## src/hdl/pma_pkg.sv

```systemverilog
// shared types and fixed-point constants of the polynomial moment accumulator
`default_nettype none
package pma_pkg;

  localparam int XW    = 16;  // Q1.15 sample width
  localparam int PW    = 33;  // x^k and term width, Q.31 with room for +1.0
  localparam int PRODW = 49;  // product of a power and a sample
  localparam int ACCW  = 48;  // Q16.31 accumulator
  localparam int RSH   = 15;  // Q.46 to Q.31

  localparam logic signed [PW-1:0]    ONE_Q31    = 33'sh080000000;
  localparam logic signed [PRODW-1:0] ROUND_HALF = 49'sd16384;
  localparam logic signed [ACCW-1:0]  ACC_MAX    = 48'sh7FFFFFFFFFFF;
  localparam logic signed [ACCW-1:0]  ACC_MIN    = 48'sh800000000000;

  localparam logic KIND_POWER = 1'b0;
  localparam logic KIND_CROSS = 1'b1;

  typedef enum logic [4:0] {
    S_IDLE = 5'b00001,
    S_MUL  = 5'b00010,
    S_RND  = 5'b00100,
    S_ACC  = 5'b01000,
    S_EMIT = 5'b10000
  } pma_state_t;

endpackage
`default_nettype wire

```

## src/hdl/polyfit_moment_accumulator.sv

```systemverilog
// top level: least-squares moment accumulator with one shared multiplier
`default_nettype none
// Takes (x, y) samples in Q1.15 and keeps the normal-equation sums of a polynomial fit:
// power sums of x^k for k = 0..2*MAX_DEGREE (k = 0 counts samples as 1.0 each) and cross
// sums of y*x^l for l = 0..MAX_DEGREE, all saturating 48-bit Q16.31. A sample with tuser
// set starts a new set; a sample with tlast set makes the block send power sums 0..2D and
// then cross sums 0..D, with tlast on the final one. Each term for power k >= 2 or cross
// l >= 1 goes through one shared 33x16 multiplier, then every term goes through a rounding
// register and one saturating adder in turn. A last sample then has its results sent, one
// per cycle while out_tready is high. in_tready is low while a sample is worked on and while
// its results are sent.
module polyfit_moment_accumulator
  import pma_pkg::*;
#(
  parameter int MAX_DEGREE = 3
) (
  input  wire logic        clk,
  input  wire logic        rst_n,
  input  wire logic        cfg_valid,
  output logic             cfg_ready,
  input  wire logic [1:0]  cfg_data,    // degree
  input  wire logic        in_tvalid,
  output logic             in_tready,
  input  wire logic [31:0] in_tdata,    // x_value [15:0], y_value [31:16]
  input  wire logic        in_tuser,    // first_sample
  input  wire logic        in_tlast,    // last_sample
  output logic             out_tvalid,
  input  wire logic        out_tready,
  output logic [55:0]      out_tdata,   // power_index [2:0], sum_value [50:3], zero fill
  output logic [1:0]       out_tuser,   // sum_kind [0], saturated [1]
  output logic             out_tlast    // last_result
);

  localparam int NPOW   = 2 * MAX_DEGREE + 1;
  localparam int NCROSS = MAX_DEGREE + 1;
  localparam int NACC   = NPOW + NCROSS;
  localparam int KW     = $clog2(NPOW);
  localparam int AW     = $clog2(NACC);
  localparam logic [KW-1:0] K_LAST  = KW'(NPOW - 1);
  localparam logic [KW-1:0] K_XLAST = KW'(NCROSS - 1);
  localparam logic [KW-1:0] K_MAXD  = KW'(MAX_DEGREE);
  localparam logic [KW-1:0] K_ONE   = KW'(1);
  localparam logic [KW-1:0] K_TWO   = KW'(2);

  pma_state_t state_r, state_nxt;

  logic [1:0]               degree_r;
  logic signed [XW-1:0]     x_r, y_r;
  logic                     last_r;
  logic                     clear_r, clear_nxt;   // treat stored sums as zero this sample
  logic                     clip_r, clip_nxt;
  logic [KW-1:0]            k_r, k_nxt;
  logic                     cross_r, cross_nxt;
  logic signed [PW-1:0]     p_r, p_nxt;           // x^k after the power term of k
  logic signed [PRODW-1:0]  prod_r, prod_nxt;
  logic signed [PW-1:0]     term_r, term_nxt;
  logic [KW-1:0]            em_k_r, em_k_nxt;
  logic                     em_cross_r, em_cross_nxt;

  logic                     out_valid_r, out_valid_nxt;
  logic                     out_kind_r, out_sat_r, out_last_r;
  logic [2:0]               out_idx_r;
  logic signed [ACCW-1:0]   out_val_r;
  logic                     out_load;

  logic signed [ACCW-1:0]   acc_mem [NACC];
  logic [AW-1:0]            rd_addr;
  logic signed [ACCW-1:0]   acc_rd_r;             // read in the rounding cycle
  logic                     acc_we;
  logic signed [ACCW-1:0]   acc_wdata;

  logic [KW-1:0]            deg_eff;
  logic [KW-1:0]            deg_two;
  logic signed [PRODW-1:0]  rnd_sum;
  logic signed [XW-1:0]     mul_opnd;
  logic signed [ACCW-1:0]   acc_base;
  logic signed [ACCW:0]     acc_sum;
  logic                     next_cross;
  logic [KW-1:0]            next_k;
  logic                     ops_done;
  logic                     next_mul;

  assign cfg_ready = 1'b1;
  assign in_tready = (state_r == S_IDLE);

  // clamp the programmed degree into 1..MAX_DEGREE
  always_comb begin
    if (degree_r == 2'd0) begin
      deg_eff = K_ONE;
    end else if (int'(degree_r) > MAX_DEGREE) begin
      deg_eff = K_MAXD;
    end else begin
      deg_eff = KW'(degree_r);
    end
  end
  assign deg_two = deg_eff << 1;

  always_comb begin
    if (state_r == S_EMIT) begin
      rd_addr = em_cross_r ? (AW'(NPOW) + AW'(em_k_r)) : AW'(em_k_r);
    end else begin
      rd_addr = cross_r ? (AW'(NPOW) + AW'(k_r)) : AW'(k_r);
    end
  end

  assign mul_opnd = cross_r ? y_r : x_r;
  assign rnd_sum  = prod_r + ROUND_HALF;

  // saturating add of the current term
  assign acc_base = clear_r ? '0 : acc_rd_r;
  assign acc_sum  = {acc_base[ACCW-1], acc_base}
                  + {{(ACCW + 1 - PW){term_r[PW-1]}}, term_r};
  always_comb begin
    if (acc_sum[ACCW] != acc_sum[ACCW-1]) begin
      acc_wdata = acc_sum[ACCW] ? ACC_MIN : ACC_MAX;
    end else begin
      acc_wdata = acc_sum[ACCW-1:0];
    end
  end

  // term order: power k, then cross k while k has a cross sum
  always_comb begin
    ops_done   = 1'b0;
    next_cross = 1'b0;
    next_k     = k_r;
    if (!cross_r && (k_r <= K_XLAST)) begin
      next_cross = 1'b1;
    end else if (k_r == K_LAST) begin
      ops_done = 1'b1;
    end else begin
      next_k = k_r + K_ONE;
    end
    next_mul = next_cross ? (next_k != '0) : (next_k >= K_TWO);
  end

  assign out_load = (state_r == S_EMIT) && (!out_valid_r || out_tready);

  always_comb begin
    state_nxt     = state_r;
    clear_nxt     = clear_r;
    clip_nxt      = clip_r;
    k_nxt         = k_r;
    cross_nxt     = cross_r;
    p_nxt         = p_r;
    prod_nxt      = prod_r;
    term_nxt      = term_r;
    em_k_nxt      = em_k_r;
    em_cross_nxt  = em_cross_r;
    acc_we        = 1'b0;
    out_valid_nxt = out_valid_r;
    if (out_valid_r && out_tready) begin
      out_valid_nxt = 1'b0;
    end
    case (state_r)
      S_IDLE: begin
        if (in_tvalid) begin
          clear_nxt = clear_r | in_tuser;
          if (in_tuser) begin
            clip_nxt = 1'b0;
          end
          k_nxt     = '0;
          cross_nxt = KIND_POWER;
          state_nxt = S_RND;
        end
      end
      S_MUL: begin
        prod_nxt  = p_r * mul_opnd;
        state_nxt = S_RND;
      end
      S_RND: begin
        if (cross_r) begin
          term_nxt = (k_r == '0) ? PW'({y_r, 16'h0000}) : rnd_sum[RSH +: PW];
        end else if (k_r == '0) begin
          term_nxt = ONE_Q31;
        end else if (k_r == K_ONE) begin
          term_nxt = PW'({x_r, 16'h0000});
          p_nxt    = PW'({x_r, 16'h0000});
        end else begin
          term_nxt = rnd_sum[RSH +: PW];
          p_nxt    = rnd_sum[RSH +: PW];
        end
        if (cross_r && (k_r == '0)) begin
          term_nxt = {y_r[XW-1], y_r, 16'h0000};
        end
        if (!cross_r && (k_r == K_ONE)) begin
          term_nxt = {x_r[XW-1], x_r, 16'h0000};
          p_nxt    = {x_r[XW-1], x_r, 16'h0000};
        end
        state_nxt = S_ACC;
      end
      S_ACC: begin
        acc_we = 1'b1;
        if (acc_sum[ACCW] != acc_sum[ACCW-1]) begin
          clip_nxt = 1'b1;
        end
        if (ops_done) begin
          clear_nxt    = 1'b0;
          em_k_nxt     = '0;
          em_cross_nxt = KIND_POWER;
          state_nxt    = last_r ? S_EMIT : S_IDLE;
        end else begin
          k_nxt     = next_k;
          cross_nxt = next_cross;
          state_nxt = next_mul ? S_MUL : S_RND;
        end
      end
      S_EMIT: begin
        if (out_load) begin
          out_valid_nxt = 1'b1;
          if (!em_cross_r && (em_k_r == deg_two)) begin
            em_cross_nxt = KIND_CROSS;
            em_k_nxt     = '0;
          end else if (em_cross_r && (em_k_r == deg_eff)) begin
            state_nxt = S_IDLE;
          end else begin
            em_k_nxt = em_k_r + K_ONE;
          end
        end
      end
      default: begin
        state_nxt = S_IDLE;
      end
    endcase
  end

  always_ff @(posedge clk) begin
    if (!rst_n) begin
      state_r     <= S_IDLE;
      degree_r    <= 2'd1;
      clear_r     <= 1'b1;
      clip_r      <= 1'b0;
      out_valid_r <= 1'b0;
    end else begin
      state_r     <= state_nxt;
      clear_r     <= clear_nxt;
      clip_r      <= clip_nxt;
      out_valid_r <= out_valid_nxt;
      if (cfg_valid && cfg_ready) begin
        degree_r <= cfg_data;
      end
    end
  end

  always_ff @(posedge clk) begin
    k_r        <= k_nxt;
    cross_r    <= cross_nxt;
    p_r        <= p_nxt;
    prod_r     <= prod_nxt;
    term_r     <= term_nxt;
    em_k_r     <= em_k_nxt;
    em_cross_r <= em_cross_nxt;
    if (in_tvalid && in_tready) begin
      x_r    <= in_tdata[15:0];
      y_r    <= in_tdata[31:16];
      last_r <= in_tlast;
    end
    if (out_load) begin
      out_kind_r <= em_cross_r;
      out_idx_r  <= 3'(em_k_r);
      out_val_r  <= acc_mem[rd_addr];
      out_sat_r  <= clip_r;
      out_last_r <= em_cross_r && (em_k_r == deg_eff);
    end
  end

  always_ff @(posedge clk) begin
    acc_rd_r <= acc_mem[rd_addr];
    if (acc_we) begin
      acc_mem[rd_addr] <= acc_wdata;
    end
  end

  assign out_tvalid = out_valid_r;
  assign out_tdata  = {5'b00000, out_val_r, out_idx_r};
  assign out_tuser  = {out_sat_r, out_kind_r};
  assign out_tlast  = out_last_r;

endmodule
`default_nettype wire

```

## config.mk

```make
export PLATFORM = sky130hd
export DESIGN_NAME = polyfit_moment_accumulator
export DESIGN_NICKNAME = d
export VERILOG_FILES = /design/src/hdl/pma_pkg.sv /design/src/hdl/polyfit_moment_accumulator.sv
export SDC_FILE = /design/constraint.sdc
export NUM_CORES = 2
export LEC_CHECK = 0
export ABC_AREA = 1
export BUFFER_PORTS_ARGS = -buffer_cell sky130_fd_sc_hd__buf_4
export CORE_ASPECT_RATIO = 1.5
export CORE_MARGIN = 3
export CORE_UTILIZATION = 30
export DETAILED_ROUTE_END_ITERATION = 10
export PLACE_DENSITY = 0.54
export SLEW_MARGIN = 20
export SYNTH_ARGS = -nofsm -noshare
export SYNTH_HDL_FRONTEND = slang
export SYNTH_SLANG_ARGS = --single-unit
```

## constraint.sdc

```tcl
create_clock -name clk -period 6.7 [get_ports clk]
set_input_delay 1.675 -clock clk [delete_from_list [all_inputs] [get_ports clk]]
set_output_delay 1.675 -clock clk [all_outputs]
set_load 0.05 [all_outputs]
```

After elaboration in Yosys (flattened, before gate mapping)
Memories as Yosys holds them, arrays and structs flattened.
Cells that the tools add are included.
{"block": "totals", "n_memories": 1, "wordCells": 139, "regBits": 267, "mem_bits_ro": 0, "out_inout_bits": 62, "inputBits": 41, "latchBits": 0, "ram_bits": 528}
{"block": "classes", "order_cmp": 2, "eq_ne": 22, "addsub": 6, "muxes": 58, "shift": 0, "bitwise_logic": 1, "div_mod_pow": 0, "n_mul": 1, "n_reduce_logical": 25}
{"memory": "acc_mem", "words": 11, "word_bits": 48, "read_ports": 1, "rd_ports_with_merged_regs": 0, "wr": 1, "line_no": "polyfit_moment_accumulator.sv:66", "source": "logic signed [ACCW-1:0] acc_mem [NACC];"}
{"op": "$mux 33", "n": 9}
{"op": "$mux 48", "n": 3}
{"op": "$add 48x33->49", "n": 1}
{"op": "$add 48x16->48 const B", "n": 1}
{"op": "$mul 33x16->48", "n": 1}
{"op": "$mux 5", "n": 6}
{"op": "$mux 3", "n": 9}
{"op": "$pmux 5 s5", "n": 1}
{"op": "$mux 1", "n": 19}
{"op": "$mux 16", "n": 1}
{"op": "$reduce_and 4->1", "n": 4}
{"op": "$mux 4", "n": 3}
{"op": "$ne 2x2->1 const B", "n": 6}
{"op": "$pmux 3 s2", "n": 2}
{"op": "$ne 2x1->1 const B", "n": 5}
{"op": "$reduce_and 3->1", "n": 3}
{"op": "$add 3x3->4 const A", "n": 2}
{"op": "$logic_and 1x1->1", "n": 8}
{"op": "$pmux 1 s2", "n": 4}
{"op": "$add 3x1->3 const B", "n": 2}
{"op": "$eq 5x1->1 const B", "n": 1}
{"op": "$eq 5x2->1 const B", "n": 1}
{"op": "$eq 5x3->1 const B", "n": 1}
{"op": "$eq 5x4->1 const B", "n": 1}
{"op": "other kinds (18)", "n": 21}

Logic depth before layout (Yosys ltp)
{"block": "logic_depth", "depth_word": 8, "depth_mapped": 32, "mapped_depth_nobuf": 29}

Least setup slack after synthesis
No wires, ideal clock.
{"block": "synth_timing", "kind": "reg-to-reg", "from": "reg cross_r", "to": "reg prod_r[46] (data pin)", "n_path_buf": 4, "required_time_ns": 6.434, "stages_incl_launch_ff": 29, "period_less_slack_ns": 6.377, "setup_time_ns": 0.266, "path_slack_ns": 0.323, "arrival_time_ns": 6.111, "cell_sequence": "edfxtp_1 -> buf_2 -> buf_2 -> clkbuf_1 -> nand2_1 -> nand2_1 -> clkinv_1 -> clkbuf_1 -> nand2_1 -> fa_1 -> fa_1 -> fa_1 -> inv_1 -> fa_1 -> fa_1 -> inv_1 -> fa_1 -> inv_1 -> ha_1 -> nand2_1 -> nor2_1 -> inv_1 -> nor2_1 -> inv_1 -> nor3_1 -> nand3_1 -> nand3_1 -> a21boi_0 -> xor2_1"}
{"block": "synth_via", "elab_chain_cells": 2}
{"item": "from (decl)", "line_no": "polyfit_moment_accumulator.sv:53", "source": "logic cross_r, cross_nxt;"}
{"item": "from (signal assigned)", "line_no": "polyfit_moment_accumulator.sv:246", "source": "cross_r <= cross_nxt;"}
{"item": "$mux 16", "line_no": "polyfit_moment_accumulator.sv:106", "source": "assign mul_opnd = cross_r ? y_r : x_r;"}
{"item": "$mul 33x16->48", "line_no": "polyfit_moment_accumulator.sv:167", "source": "prod_nxt = p_r * mul_opnd;"}
{"item": "to (signal assigned)", "line_no": "polyfit_moment_accumulator.sv:248", "source": "prod_r <= prod_nxt;"}
{"item": "to (decl)", "line_no": "polyfit_moment_accumulator.sv:55", "source": "logic signed [PRODW-1:0] prod_r, prod_nxt;"}
Every way passes these cells.
A chain may end at the register's enable or synchronous reset.

Final worst setup path
{"block": "layout_timing", "from": "reg cross_r", "to": "reg prod_r[38] (data pin)"}
The elaborated chain is that of the path after synthesis.

==> impl_metrics.tcl <==
set metrics [dict create \
    cts_buffers 82 \
    slew_viol_final 0 \
    totalWireLength_um 174500 \
    worstPathArrival_ns 7.00 \
    drt-wirelength-per-cell_um 22.20 \
    antenna_left 0 \
    yosysSeqAreaShare_pct 44.31 \
    die_h_um 514.0 \
    grt_max_degree 101 \
    relSlewSlack_pct 26.12 \
    place_congestion 0.9670 \
    antenna_found_initial 7 \
    nNetsFinal 6251 \
    drc_errors 0 \
    syn-cell-area_sq_um 51620 \
    htreeDepth 3 \
    die_area_sq_um 177200 \
    cts_hold_buf 0 \
    routed_via_density 4.840 \
    ys.flop_type "edfxtp_1" \
    hp-class "reg2reg" \
    hold_viol 0 \
    synth_cell_types 44 \
    cp_max_fo 8 \
    synth_edf_count 723 \
    rows 185 \
    status "finished clean" \
    required_ns 7.13 \
    cap_viol_max_count 0 \
    netlist_instances 5251 \
    finalCritPeriodShare_pct 98.11 \
    finClkSkew_ns 0.03003 \
    worst_slack_ns 0.1269 \
    crit_path_end_kind "register" \
    nFillCells 17190 \
    synth_top_cell_area_share_pct 42.06 \
    max_freq_ghz 0.1521 \
    drt-pass1-iter-count 8 \
    worst_pin_slew_ns 1.108 \
    die_w_um 344.7 \
    drt_iter0_drc 2650 \
    clock_latency_ns 0.70 \
    clockRootBuffer "clkbuf_16" \
    rsz0062_at_grt "true" \
    synth_area_leader_cell "edfxtp_1" \
    initial_core_util_pct 30.34 \
    grt_pass1_vias 39430 \
    async_flop_share_pct 0 \
    syn_area_per_cell_sq_um 9.831 \
    grt_pass1_wl_um 252800 \
    vias 38060 \
    synth_seq_cells 781 \
    area_growth_pct 17.66 \
    numPortBuffers 96 \
    pre_cts_ws_ns -0.04232 \
    clock_sinks 781 \
    tritoncts "built" \
    setup_violations 0 \
    ios 103 \
    dpl.hpwl_um 129500 \
    yosysWarningCount 0 \
    critical_path_class "reg2reg" \
    period_needed_ns 6.573 \
    critPathLaunchType "register" \
    ys_top_cells_by_area "edfxtp_1 42%, fa_1 19%, nand2_1 8.9%" \
    clk_path_buf_depth 3 \
    grt_use_total_pct 19.36 \
    core-area_sq_um 170100 \
    clk_pin_slew_ns 0.07 \
    gr-total-overflow 0 \
    drive_gt1_share_pct 11.93 \
]
worst max-delay path, stage by stage (launching register included):
cell and delay [ns]:
edfxtp_1 0.49, buf_12 0.19, buf_2 0.17, or2_2 0.33, o21ai_4 0.13, buf_12 0.15
clkbuf_16 0.15, nor2_1 0.06, fa_1 0.51, fa_1 0.43, fa_1 0.51, fa_1 0.42
fa_1 0.49, inv_1 0.05, fa_2 0.63, inv_1 0.07, ha_1 0.32, buf_4 0.17
a31oi_1 0.23, o21ai_1 0.14, a21oi_1 0.18, nand3_2 0.15, buf_4 0.17, xor2_2 0.16
per-stage QoR:
stage	TNS, ns	util [%]	hold WS, ns	cell area, sq um	cells
floorplan	0	-	0.4082	51640	5255
global placement	-0.04734	33.35	0.4137	56730	7676
global route	-0.1705	35.70	0.4614	60730	7861
detailed placement	-0.08868	33.35	0.4282	56730	7676
finish	0	35.70	0.4421	60740	7864
CTS	0	35.12	0.4441	59750	7830
layout by cell type, fill, tap and decap left out, drive strengths merged, types with 41 or more instances in the layout:
| master | n |
|---|---|
| clkbuf | 110 |
| xor2 | 74 |
| inv | 967 |
| nor2 | 550 |
| dfxtp | 58 |
| nand3 | 144 |
| a22oi | 217 |
| nand2 | 1225 |
| fa | 494 |
| edfxtp | 723 |
| a21oi | 130 |
| nor3 | 41 |
| ha | 168 |
| o21ai | 109 |
| buf | 374 |
synthesized netlist by cell type, types with 3 or more instances:
cell type and instances:
buf_1 16, nor2_1 548, a22oi_1 217, fa_1 494, a21oi_1 130, nor4_1 15, clkbuf_1 116, buf_2 30
a21o_1 15, a211oi_1 4, xor2_1 74, nand3_1 144, o21ai_0 102, o21bai_1 26, o21a_1 4, o21ai_1 4
xnor2_1 37, a21boi_0 6, ha_1 168, nor3_1 40, nand3b_1 6, or2_2 7, inv_1 951, nand2_1 1224
o211ai_1 5, dfxtp_1 58, inv_2 9, edfxtp_1 723, nand4_1 20, o21ai_2 3, clkinv_1 8, a31oi_1 21
buf_4 10
repair_timing:
item,4_1_cts,5_1_grt
gates resized for setup,6,135
pin swaps,0,32
gates cloned,0,6
buffers inserted,1,24
setup endpoints to repair,4,27
sequential cells by signal, summed over array words and instances (netlist names), 2 cells and up:
name	flops
state_r	5
out_idx_r	3
x_r	16
degree_r	2
em_k_r	3
acc_mem	528
out_val_r	48
y_r	16
k_r	3
p_r	33
acc_rd_r	48
term_r	33
prod_r	34
metal layers:
metal  vias to the layer above  global-route usage, %  part of all wire [%]
met5                         -                      0                     0
met4                         0                  10.32                   6.2
met3                       385                  2.302                   5.4
met2                      1268                  35.04                    52
met1                     19070                  22.12                    37
li1                      17340                      -                     -
path summary, 6_finish.rpt:
check        startpoint    endpoint  slack, ns  cells past startpoint
max reg2reg     cross_r  prod_r[38]       0.13                     23
min reg2reg      clip_r   out_sat_r       0.44                      0
min              clip_r   out_sat_r       0.44                      0
max             cross_r  prod_r[38]       0.13                     23
cells by family (layout without fill, tap and decap cells):
group                      Yosys count  in the layout  synth area share, %
DFF                                781            781                44.31
other                                2              9              0.01455
xor gates and xnor gates           111            111                1.883
and+or+nand+nor                   2011           2011                15.38
adders and majority gates          662            662                23.23
AOI/OAI and AO/OA                  544            544                6.748
buffers and inverters             1140           1502                8.435
final cells by class:
class,instances,area (sq um),area share (%)
inverters,968,3654,6.015
multi-input cells,3334,25070,41.27
repair buffers,381,3328,5.480
diodes,3,7.507,0.01236
clock inverters,50,730.7,1.203
flip-flops and latches,781,22870,37.66
clock buffers,103,2272,3.741
well taps,2244,2808,4.623
Power is left out: the tool's default activity adds up to more than one toggle a clock period on the data nets, which glitch-free logic cannot reach.
